File: config.mk
export PLATFORM = sky130hd
export DESIGN_NAME = char_lcd_four_bit_sequencer
export DESIGN_NICKNAME = d
export VERILOG_FILES = /design/src/clcd_pkg.sv /design/src/char_lcd_four_bit_sequencer.sv
export SDC_FILE = /design/constraint.sdc
export NUM_CORES = 1
export LEC_CHECK = 0
export CAP_MARGIN = 20
export CORE_UTILIZATION = 40
export CTS_BUF_LIST = sky130_fd_sc_hd__clkbuf_16
export DETAILED_ROUTE_END_ITERATION = 7
export DONT_BUFFER_PORTS = 1
export HOLD_SLACK_MARGIN = 0.02
export PLACE_DENSITY = 0.63
export SKIP_CTS_REPAIR_TIMING = 1
export SLEW_MARGIN = 15
export SYNTH_ARGS = -nofsm -noshare
export SYNTH_HDL_FRONTEND = slang
export SYNTH_SLANG_ARGS = --single-unit
File: constraint.sdc
create_clock -name clk_i -period 3.8 [get_ports clk_i]
set_input_delay 0.38 -clock clk_i [delete_from_list [all_inputs] [get_ports clk_i]]
set_output_delay 0.38 -clock clk_i [all_outputs]
set_load 0.05 [all_outputs]
File: src/clcd_pkg.sv
// ----------------------------------------------------------------------------
// clcd_pkg
// Shared types and constants of the 4-bit character LCD sequencer.
// ----------------------------------------------------------------------------
package clcd_pkg;

  localparam int unsigned WaitW = 27;
  localparam int unsigned CfgW  = 16;

  typedef logic [WaitW-1:0] wait_t;
  typedef logic [CfgW-1:0]  cfg_word_t;
  typedef logic [1:0]       cfg_index_t;

  typedef enum logic [1:0] {
    FUNC_TICK   = 2'd0,
    FUNC_INSTR  = 2'd1,
    FUNC_CHAR   = 2'd2,
    FUNC_CURSOR = 2'd3
  } func_e;

  localparam cfg_index_t RegCharDelayMs   = 2'd0;
  localparam cfg_index_t RegNibbleWaitUs  = 2'd1;
  localparam cfg_index_t RegPowerOnWaitUs = 2'd2;

  localparam cfg_word_t ResetCharDelayMs   = 16'd0;
  localparam cfg_word_t ResetNibbleWaitUs  = 16'd2000;
  localparam cfg_word_t ResetPowerOnWaitUs = 16'd20000;

  localparam wait_t WaitA = 27'd5000;
  localparam wait_t WaitB = 27'd150;
  localparam wait_t WaitC = 27'd4000;

  localparam logic [9:0] UsPerMs = 10'd1000;

  localparam logic [3:0] NibWake = 4'h3;
  localparam logic [3:0] NibBus4 = 4'h2;

  localparam logic [7:0] CmdFuncSet   = 8'b0010_1000;
  localparam logic [7:0] CmdDisplayOn = 8'b0000_1111;
  localparam logic [7:0] CmdEntryMode = 8'b0000_0110;
  localparam logic [7:0] CmdClear     = 8'h01;
  localparam logic [7:0] CmdSetDdram  = 8'b1000_0000;
  localparam logic [7:0] LineOneLast  = 8'd15;
  localparam logic [7:0] LineTwoSkip  = 8'd48;

  // Map a screen position to the set-DDRAM-address instruction.
  function automatic logic [7:0] cursor_cmd(input logic [5:0] pos);
    logic [7:0] a;
    a = {2'b00, pos} - 8'd1;
    if (a > LineOneLast) begin
      a = a + LineTwoSkip;
    end
    return a | CmdSetDdram;
  endfunction

endpackage

File: src/char_lcd_four_bit_sequencer.sv
// ----------------------------------------------------------------------------
// char_lcd_four_bit_sequencer
// 4-bit bus sequencer for an HD44780-style character LCD.
// ----------------------------------------------------------------------------
//  channel   | direction | transfer carries
//  s_axis    | in        | tuser: func; tdata: cmd_byte, cursor_pos
//  m_axis    | out       | tdata: lcd_data, lcd_rs, lcd_enable, busy_res, rejected
//  cfg       | in        | cfg_index_i selects register, cfg_data_i holds value
//
// One item per clock: each tick or command updates the sequencer state and its
// result lands in the output register. The input side stalls only while that
// register is full and not taken. Reset enters the power-on wait. The ms-to-us
// product of the character delay is formed when written.
// ----------------------------------------------------------------------------
module char_lcd_four_bit_sequencer (
  input  logic                  clk_i,
  input  logic                  rst_ni,
  input  logic                  s_axis_tvalid,
  output logic                  s_axis_tready,
  input  logic [15:0]           s_axis_tdata,  // cmd_byte[7:0], cursor_pos[13:8]
  input  logic [1:0]            s_axis_tuser,  // func[1:0]
  output logic                  m_axis_tvalid,
  input  logic                  m_axis_tready,
  output logic [7:0]            m_axis_tdata,  // lcd_data, rs, enable, busy, rejected
  input  logic                  cfg_valid_i,
  output logic                  cfg_ready_o,
  input  clcd_pkg::cfg_index_t  cfg_index_i,
  input  clcd_pkg::cfg_word_t   cfg_data_i
);
  import clcd_pkg::*;

  typedef enum logic [3:0] {
    PH_POWER, PH_W1, PH_W2, PH_W3, PH_W4,
    PH_INIT0, PH_INIT1, PH_INIT2, PH_INIT3, PH_USER, PH_IDLE
  } phase_e;

  phase_e     phase_q, phase_d;
  wait_t      wait_q, wait_d;
  logic [7:0] pend_byte_q, pend_byte_d;
  logic       pend_rs_q, pend_rs_d;
  logic       low_next_q, low_next_d;
  logic [3:0] pin_data_q, pin_data_d;
  logic       pin_rs_q, pin_rs_d;
  logic       pin_en_q, pin_en_d;

  cfg_word_t  nib_wait_q;
  wait_t      char_wait_q;
  logic [7:0] res_q;
  logic       res_valid_q;

  logic       accept, cfg_wr, busy_now, rej;
  func_e      func;
  logic [7:0] cmd_byte;
  logic [5:0] cursor_pos;
  wait_t      wc, low_wait;

  assign func       = func_e'(s_axis_tuser);
  assign cmd_byte   = s_axis_tdata[7:0];
  assign cursor_pos = s_axis_tdata[13:8];

  assign s_axis_tready = !res_valid_q || m_axis_tready;
  assign accept        = s_axis_tvalid && s_axis_tready;
  assign cfg_ready_o   = 1'b1;
  assign cfg_wr        = cfg_valid_i;
  assign busy_now      = (phase_q != PH_IDLE);
  assign wc            = (wait_q != '0) ? wait_q - wait_t'(1) : wait_q;
  assign low_wait      = wait_t'(nib_wait_q) + (pend_rs_q ? char_wait_q : '0);

  always_comb begin
    phase_d     = phase_q;
    wait_d      = wait_q;
    pend_byte_d = pend_byte_q;
    pend_rs_d   = pend_rs_q;
    low_next_d  = low_next_q;
    pin_data_d  = pin_data_q;
    pin_rs_d    = pin_rs_q;
    pin_en_d    = pin_en_q;
    rej         = 1'b0;
    if (func == FUNC_TICK) begin
      if (pin_en_q) begin
        pin_en_d = 1'b0;
      end else if (busy_now) begin
        wait_d = wc;
        if (wc == '0) begin
          unique case (phase_q)
            PH_POWER, PH_W1, PH_W2, PH_W3: begin
              pin_data_d = (phase_q == PH_W3) ? NibBus4 : NibWake;
              pin_rs_d   = 1'b0;
              pin_en_d   = 1'b1;
              wait_d     = (phase_q == PH_POWER) ? WaitA :
                           (phase_q == PH_W3) ? WaitC : WaitB;
              phase_d    = phase_e'(phase_q + 4'd1);
            end
            PH_W4: begin
              pend_byte_d = CmdFuncSet;
              pend_rs_d   = 1'b0;
              low_next_d  = 1'b1;
              phase_d     = PH_INIT0;
              pin_data_d  = CmdFuncSet[7:4];
              pin_rs_d    = 1'b0;
              pin_en_d    = 1'b1;
              wait_d      = wait_t'(nib_wait_q);
            end
            PH_INIT0, PH_INIT1, PH_INIT2, PH_INIT3, PH_USER: begin
              if (low_next_q) begin
                low_next_d = 1'b0;
                pin_data_d = pend_byte_q[3:0];
                pin_rs_d   = pend_rs_q;
                pin_en_d   = 1'b1;
                wait_d     = low_wait;
              end else if (phase_q == PH_INIT0 || phase_q == PH_INIT1 ||
                           phase_q == PH_INIT2) begin
                pend_byte_d = (phase_q == PH_INIT0) ? CmdDisplayOn :
                              (phase_q == PH_INIT1) ? CmdEntryMode : CmdClear;
                pend_rs_d   = 1'b0;
                low_next_d  = 1'b1;
                phase_d     = phase_e'(phase_q + 4'd1);
                pin_data_d  = pend_byte_d[7:4];
                pin_rs_d    = 1'b0;
                pin_en_d    = 1'b1;
                wait_d      = wait_t'(nib_wait_q);
              end else begin
                phase_d = PH_IDLE;
                wait_d  = '0;
              end
            end
            default: ;
          endcase
        end
      end
    end else if (busy_now) begin
      rej = 1'b1;
    end else begin
      unique case (func)
        FUNC_INSTR:  pend_byte_d = cmd_byte;
        FUNC_CHAR:   pend_byte_d = cmd_byte;
        default:     pend_byte_d = cursor_cmd(cursor_pos);
      endcase
      pend_rs_d  = (func == FUNC_CHAR);
      low_next_d = 1'b1;
      phase_d    = PH_USER;
      pin_data_d = pend_byte_d[7:4];
      pin_rs_d   = pend_rs_d;
      pin_en_d   = 1'b1;
      wait_d     = wait_t'(nib_wait_q);
    end
  end

  always_ff @(posedge clk_i or negedge rst_ni) begin
    if (!rst_ni) begin
      phase_q     <= PH_POWER;
      wait_q      <= wait_t'(ResetPowerOnWaitUs);
      pend_byte_q <= '0;
      pend_rs_q   <= 1'b0;
      low_next_q  <= 1'b0;
      pin_data_q  <= '0;
      pin_rs_q    <= 1'b0;
      pin_en_q    <= 1'b0;
      nib_wait_q  <= ResetNibbleWaitUs;
      char_wait_q <= '0;
      res_valid_q <= 1'b0;
      res_q       <= '0;
    end else begin
      if (accept) begin
        phase_q     <= phase_d;
        pend_byte_q <= pend_byte_d;
        pend_rs_q   <= pend_rs_d;
        low_next_q  <= low_next_d;
        pin_data_q  <= pin_data_d;
        pin_rs_q    <= pin_rs_d;
        pin_en_q    <= pin_en_d;
        res_q       <= {rej, (phase_d != PH_IDLE), pin_en_d, pin_rs_d, pin_data_d};
        res_valid_q <= 1'b1;
      end else if (m_axis_tready) begin
        res_valid_q <= 1'b0;
      end
      if (cfg_wr && (cfg_index_i == RegPowerOnWaitUs) && (phase_q == PH_POWER)) begin
        wait_q <= wait_t'(cfg_data_i);
      end else if (accept) begin
        wait_q <= wait_d;
      end
      if (cfg_wr) begin
        unique case (cfg_index_i)
          RegCharDelayMs:  char_wait_q <= wait_t'(cfg_data_i) * wait_t'(UsPerMs);
          RegNibbleWaitUs: nib_wait_q  <= cfg_data_i;
          default: ;
        endcase
      end
    end
  end

  assign m_axis_tvalid = res_valid_q;
  assign m_axis_tdata  = res_q;

endmodule
; Word-level counts from Yosys, hierarchy flattened
; Cells that the tools add are included.
[totals]
reg_bits = 91
in_bits = 41
[op_classes]
magnitude_cmp = 1
n_addsub = 5
eq_ne = 25
multipliers = 1
n_mux = 78
n_reduce_logical = 23
[op_table]
columns = cell, count
row1 = $mux W27, 9
row2 = $mux W4, 22
row3 = $pmux W27 S3, 1
row4 = $mux W1, 32
row5 = $add A16 B26 Y27, 1
row6 = $logic_not A27 Y1, 1
row7 = $reduce_bool A27 Y1, 1
row8 = $sub A27 B1 Y27 const B, 1
row9 = $mux W26, 1
row10 = $pmux W4 S3, 2
row11 = $mul A16 B7 Y23 const B, 1
row12 = $eq A4 B3 Y1 const B, 4
row13 = $mux W16, 1
row14 = $mux W13, 1
row15 = $mux W12, 1
row16 = $reduce_or A5 Y1, 2
row17 = $eq A4 B2 Y1 const B, 2
row18 = $eq A4 B4 Y1 const B, 2
row19 = $gt A8 B4 Y1 const B, 1
row20 = $mux W8, 1
row21 = $ne A4 B4 Y1 const B, 2
row22 = $pmux W1 S2, 4
row23 = $pmux W4 S2, 1
row24 = $reduce_and A8 Y1, 1
row25 = 24 further kinds, 38

; Depth between registers and ports, before layout
; Gate-level depths: netlist (run 1).
[depth]
ltp_word = 12
mapped_depth = 16

; Worst setup path after synthesis (run 1)
; Ideal clock, no wire load.
[synth_timing]
kind = in2reg
start = input port cfg_data_i[0]
end = register char_wait_q[24]
t_arrival_ns = 4.967
path_slack_ns = -1.287
n_path_buf = 0
cell_stages = 15
cell_sequence = fa_1 fa_1 inv_1 fa_1 fa_1 inv_1 ha_1 a21o_1 a2111oi_0 o31ai_1 o41ai_1 o21a_1 a2111oi_0 or3_1 a31o_2
[synth_via]
elab_chain_len = 1
[synth_lines]
columns = item, line
row1 = from (decl), char_lcd_four_bit_sequencer.sv:28  ; input clcd_pkg::cfg_word_t cfg_data_i
row2 = $mul A16 B7 Y23, char_lcd_four_bit_sequencer.sv:184  ; RegCharDelayMs: char_wait_q <= wait_t'(cfg_data_i) * wait_t'(UsPerMs);
row3 = to (signal assigned), char_lcd_four_bit_sequencer.sv:184
row4 = to (decl), char_lcd_four_bit_sequencer.sv:47  ; wait_t char_wait_q;
; No other way between the ends.
; A chain may end at the register's enable or synchronous reset.

; Worst setup path in the final report (run 1)
[layout_timing]
start = input port cfg_data_i[3]
end = register char_wait_q[23]
; Same word-level chain as after synthesis.

==> flow_summary.ini, run 1 <==
[run_status]
status = complete, but fails checks
violations = setup timing

[worst_setup_path]
crit_start = cfg_data_i[3]
arrival_ps = 4620
cpMostUsedCell = fa_1
endpoint_kind = register
cp_max_fo = 5
path_cells = clkinvlp_4, fa_1, fa_1, fa_1, inv_2, fa_1, ha_4, or3_1, and3_4, o41a_1, a41oi_4, a2111oi_4, buf_4, nor3_2, xnor2_1, o21ai_1
path_class = input pin to register
crit_required_ps = 4040
reg2reg_from = wait_q[3]
max_stage_delay_ps = 550
cp-start-kind = input pin
slowest_stage = fa_1

[timing]
period_needed_ps = 4388
tightest_slew_ps = 778.1
drv_slew = 0
hold-worst-slack_ps = 135.4
max-slew-margin-rel_pct = 47.58
hold_violations = 0
timing.final.crit_share_pct = 115.5
skew_ps = 10.80
rsz0062_at_grt = true
setup_ws_ps = -587.7
finalSetupViolCount = 10
fmax_mhz = 227.9

[power_and_ir_drop]
combPwrFrac_pct = 64.4
power.leakage_nw = 4.926
p_seq_share_pct = 20.7
internal_power_mw = 3.946
ir_drop_mv = 0.3361
p_sw_mw = 2.946
clkPwrFrac_pct = 14.9
p_sw_share_pct = 42.74
power_density_nw_per_um2 = 633.1

[drt]
dr.pass1.iters = 5
wl_per_cell_um = 17.76
detail_route.iter0.violations = 704
via_per_inst = 5.674
vias = 8415
drt_wl_total_um = 26340
antenna_left = 0
route.detailed.drc = 0

[yosys]
ys_seq_elements = 85
netlist_area_um2 = 9266
postSynthCellCount = 1115
synth_fa_ha_area_share_pct = 22.95
synth_top_family_by_area = adder cells
yosys.area_share.simple_pct = 20.38
ys_types = 81
syn_nets = 1293
async_flop_share_pct = 100.0
synth_edf_count = 0
synth_flop_cell = dfrtp_1
yosys_warnings = 0
synth.yosys.seq_area_share_pct = 23.10
avgSynthCellArea_um2 = 8.311
synth-xor-area-share_pct = 4.537
synth_compound_area_share_pct = 19.82
synth.area.mux_share_pct = 2.525

[final_layout]
seq_area_um2 = 2142
postLayoutCellArea_um2 = 10890
drive_gt1_share_pct = 17.78
syn_to_final_growth_pct = 17.47
num-fill-cells = 2238
antenna_cells = 0
multiInputGateArea_um2 = 6706
instances_no_fill = 1483
fin_nets = 1371

[placed_design]
gp_congestion = 0.9722
dp_cells = 1455
dp_hpwl_um = 20840
post-place-ws_ps = -948.7
port_buffers = 0
placed_area_um2 = 10310

[cts]
cts_tree = yes
htreeDepth = 3
clock_latency_ps = 360
cts_sinks = 85
cts_root_buffer = clkbuf_16
cts.clk_slew.worst_paths_ps = 70
cts_buffer_depth = 2
cts_buffers = 9

[floorplanning]
io-pin-count = 52
initial_core_util_pct = 40.80
die-area_um2 = 23780
rows = 55
coreArea_um2 = 22710
die_w_um = 154.2
die_h_um = 154.2

[worst_hold_path]
min_path_type = input pin to register
hp-start = cfg_data_i[0]

[global_routing]
grt_start_max_net_pins = 86
grt_pass1_vias = 8384
grt_first_pass_wirelength_um = 43840
gr-total-overflow = 0
antenna_found_initial = 0
track_usage_pct = 23.26

[flow_run]
max-cap-violations = 0
==> critical path: cells and delay by family <==
| family | cells | cell delay [ps] |
|---|---|---|
| adder cells (fa/ha/maj) | 5 | 2280 |
| AO/OA/AOI/OAI | 4 | 810 |
| AND/OR/NAND/NOR | 3 | 700 |
| XOR/XNOR | 1 | 130 |
| buffers and inverters | 3 | 320 |
==> synth_stat cells (8+ instances only) <==
cell type / instances / area [um^2]
or3_1: 14 / 87.58
nand4_1: 8 / 50.05
o21ai_0: 85 / 425.4
and3_1: 14 / 87.58
dfrtp_1: 74 / 1852
o211ai_1: 15 / 112.6
fa_1: 55 / 1101
xnor2_1: 23 / 201.4
inv_1: 105 / 394.1
a211oi_1: 8 / 60.06
ha_1: 82 / 1026
a21oi_1: 57 / 285.3
dfstp_2: 11 / 289.0
nand2b_1: 9 / 56.30
nand3_1: 26 / 130.1
or4_1: 8 / 60.06
nor3_1: 31 / 155.2
nand2_1: 106 / 397.9
mux2i_1: 8 / 80.08
nor4_1: 17 / 106.4
xor2_1: 25 / 219.0
nor2_1: 104 / 390.4
o31ai_1: 10 / 75.07
and2_1: 18 / 112.6
a22oi_1: 16 / 120.1
clkbuf_1: 46 / 172.7
or2_2: 8 / 50.05
==> metal layers <==
metal	track usage [%]	up-vias	routed length, um
li1	-	4080	-
met1	32.79	4057	12470
met2	36.82	236	12030
met3	2.970	42	1302
met4	7.762	0	531
met5	0	-	0
==> cell families (layout without fill, tap and decap cells) <==
group	Yosys count	count (layout)
xor+xnor	48	48
mux	20	20
buf+inv	158	241
other cells	1	1
compound gates	278	278
flops	85	85
simple gates	388	388
fa+ha+maj	137	137
==> worst paths after layout <==
check,endpoint,cells past startpoint,slack (ps)
worst max-delay path,char_wait_q[23],16,-590
worst max register to register,pend_rs_q,9,50
worst min register to register,char_wait_q[7],2,470
min in group asynchronous,char_wait_q[5],2,590
max in group asynchronous,wait_q[9],2,2820
worst min-delay path,char_wait_q[3],2,140
==> placed cells by master, fill, tap and decap left out, types with 8 or more instances in the layout <==
master and count:
and2_1 18, nor3_1 29, buf_4 114, dfrtp_1 73
o21ai_0 74, a211oi_1 8, or3_1 14, inv_1 102
nor2_1 102, nand2b_1 9, o31ai_1 8, dfstp_2 11
nor4_1 16, o211ai_1 15, nand4_1 8, ha_1 78
fa_1 55, and3_1 13, xor2_1 25, a21oi_1 53
or2_2 8, mux2i_1 8, nand3_1 26, xnor2_1 21
o21ai_1 12, clkbuf_16 9, nand2_1 106, a22oi_1 16
==> power groups by stage <==
stage                     combinational [mW]  sequential [mW]  clock (mW)
after floorplan                         2.84             1.33           0
after global placement                  3.95             1.43           0
after detailed placement                4.00             1.43           0
after CTS                               4.02             1.41        1.04
after global routing                    4.95             1.46        1.08
final                                   4.44             1.42        1.03
==> cell type report <==
class                           count  share of cell area [%]
Clock buffer                        9                   2.069
Clock inverter                      7                   1.057
Inverter                          105                   3.690
Multi-Input combinational cell    872                   61.61
Sequential cell                    85                   19.68
Tap cell                          285                   3.276
Timing Repair Buffer              120                   8.621
==> per-stage QoR <==
step                      util, %  TNS [ps]  total power, mW
final                       47.93     -3965            6.892
after global routing        47.93     -5581            7.498
after CTS                   46.91     -3642            6.481
after detailed placement    45.41     -7845            5.435
after global placement      45.41     -6931            5.375
after floorplan                 -     -5093            4.166
==> registers in the layout, summed over array words and instances, names as in the netlist <==
register / cells
pend_byte_q: 4
m_axis_tdata: 5
low_next_q: 1
pin_data_q: 3
nib_wait_q: 16
phase_q: 4
pend_rs_q: 1
char_wait_q: 23
wait_q: 27
m_axis_tvalid: 1
Power figures use the tool's default switching activity.
==> inputs of run 2 (changes only) <==
- PLACE_DENSITY: 0.63 -> 0.57
==> run 2 against run 1 <==
  * The run still ends with setup timing left
  * Non-clock buffer count stayed put
  * First-iteration DRC count is 15% lower
  * Clock power is 8% lower
  * Sequential cell count stayed put
  * Utilization is 0.41 points lower
  * Clock skew is 5.1 ps higher
  * Critical path type unchanged
==> flow_summary.ini, run 2 (synthesized netlist as in run 1, its figures left out) <==
[placed_design]
placed_area_um2 = 10360
dp_hpwl_um = 21230
gp_congestion = 0.9048
post-place-ws_ps = -992.0
dp_cells = 1461
port_buffers = 0

[global_routing]
grt_start_max_net_pins = 86
track_usage_pct = 23.16
grt_first_pass_wirelength_um = 43340
gr-total-overflow = 0
grt_pass1_vias = 8210
antenna_found_initial = 0

[worst_setup_path]
arrival_ps = 4670
r2r_cells = 11
cp_max_fo = 5
cp-start-kind = input pin
path_class = input pin to register
reg2reg_to = pend_byte_q[2]
worst-r2r-setup-slack_ps = 110
reg2reg_from = wait_q[0]
endpoint_kind = register
crit_required_ps = 4080

[drt]
route.detailed.drc = 0
dr.pass1.iters = 5
via_per_inst = 5.645
wl_per_cell_um = 17.89
drt_wl_total_um = 26510
vias = 8366
antenna_left = 0
detail_route.iter0.violations = 601

[timing]
skew_ps = 15.94
finalSetupTns_ps = -3913
max-slew-margin-rel_pct = 52.13
drv_slew = 0
hold-worst-slack_ps = 130.9
tightest_slew_ps = 716.0
period_needed_ps = 4391
timing.final.crit_share_pct = 115.5
finalSetupViolCount = 10
fmax_mhz = 227.7
rsz0062_at_grt = true
hold_violations = 0
setup_ws_ps = -590.8

[final_layout]
postLayoutCellArea_um2 = 10790
final_common_cell = buf_4
postLayoutCoreUtil_pct = 47.52
largest_register_ffs = 27
fin_nets = 1371
num-fill-cells = 2282
reg_top3 = wait_q: 27 flops, char_wait_q: 23 flops, nib_wait_q: 16 flops
antenna_cells = 0
syn_to_final_growth_pct = 16.46
instances_no_fill = 1482
drive_gt1_share_pct = 16.71
layout_common_cells = 117 x buf_4, 106 x nand2_1, 104 x inv_1, 104 x nor2_1, 80 x o21ai_0
regMostFlops = wait_q

[floorplanning]
coreArea_um2 = 22710
die_h_um = 154.2
rows = 55
initial_core_util_pct = 40.80
io-pin-count = 52
die-area_um2 = 23780
die_w_um = 154.2

[flow_run]
max-cap-violations = 0

[run_status]
violations = setup timing
status = complete, but fails checks

[cts]
cts_root_buffer = clkbuf_16
cts_sinks = 85
clock_latency_ps = 350
cts_buffers = 9
cts.clk_slew.worst_paths_ps = 70
htreeDepth = 3
cts_tree = yes
cts_buffer_depth = 2

[power_and_ir_drop]
p_total_mw = 6.589
power_density_nw_per_um2 = 610.5
ir_drop_mv = 0.3035
power.leakage_nw = 4.903

[worst_hold_path]
holdPathStages = 1
hold_end = m_axis_tvalid
min_path_type = input pin to register
hp-start = s_axis_tvalid
## run 2: worst max-delay path, cell delays in order
cell and delay, ps:
clkinvlp_4 110, fa_1 580, fa_1 460, fa_1 510, fa_1 510, inv_1 40
ha_1 290, o21a_1 150, and3_4 190, o41a_1 220, a41oi_4 170, a2111oi_4 400
nor4_2 70, or4_1 500, nand3_1 90
## run 2: area by class of cell
type | count | area, um^2 | share of cell area (%)
inverters | 105 | 401.6 | 3.722
clock inverters | 6 | 81.33 | 0.7536
well taps | 285 | 356.6 | 3.304
repair buffers | 120 | 927.1 | 8.591
flip-flops and latches | 85 | 2141 | 19.84
multi-input cells | 872 | 6659 | 61.70
clock buffers | 9 | 225.2 | 2.087
## run 2: layer usage
metal  GRT usage [%]  up-vias  share of wire [%]
met5               0        -                  0
met3           2.830       31                4.6
met4           6.000        0                1.6
met2           36.41      206                 45
li1                -     4073                  -
met1           33.58     4056                 49
## run 2: worst max path at each step
stage | start | to | slack (ps)
after global routing | cfg_data_i[3] | char_wait_q[25] | -810
after floorplan | cfg_data_i[2] | char_wait_q[24] | -760
after global placement | cfg_data_i[2] | char_wait_q[25] | -910
after detailed placement | cfg_data_i[3] | char_wait_q[25] | -990
after CTS | cfg_data_i[3] | char_wait_q[25] | -630
final | cfg_data_i[3] | char_wait_q[25] | -590
## run 2: report_power, final
part	internal, mW	leakage [nW]	switching [mW]	total (mW)
sequential	1.16	1.05	0.248	1.40
clock	0.568	0.158	0.380	0.949
combinational	2.00	3.69	2.23	4.24
total	3.73	4.90	2.86	6.59
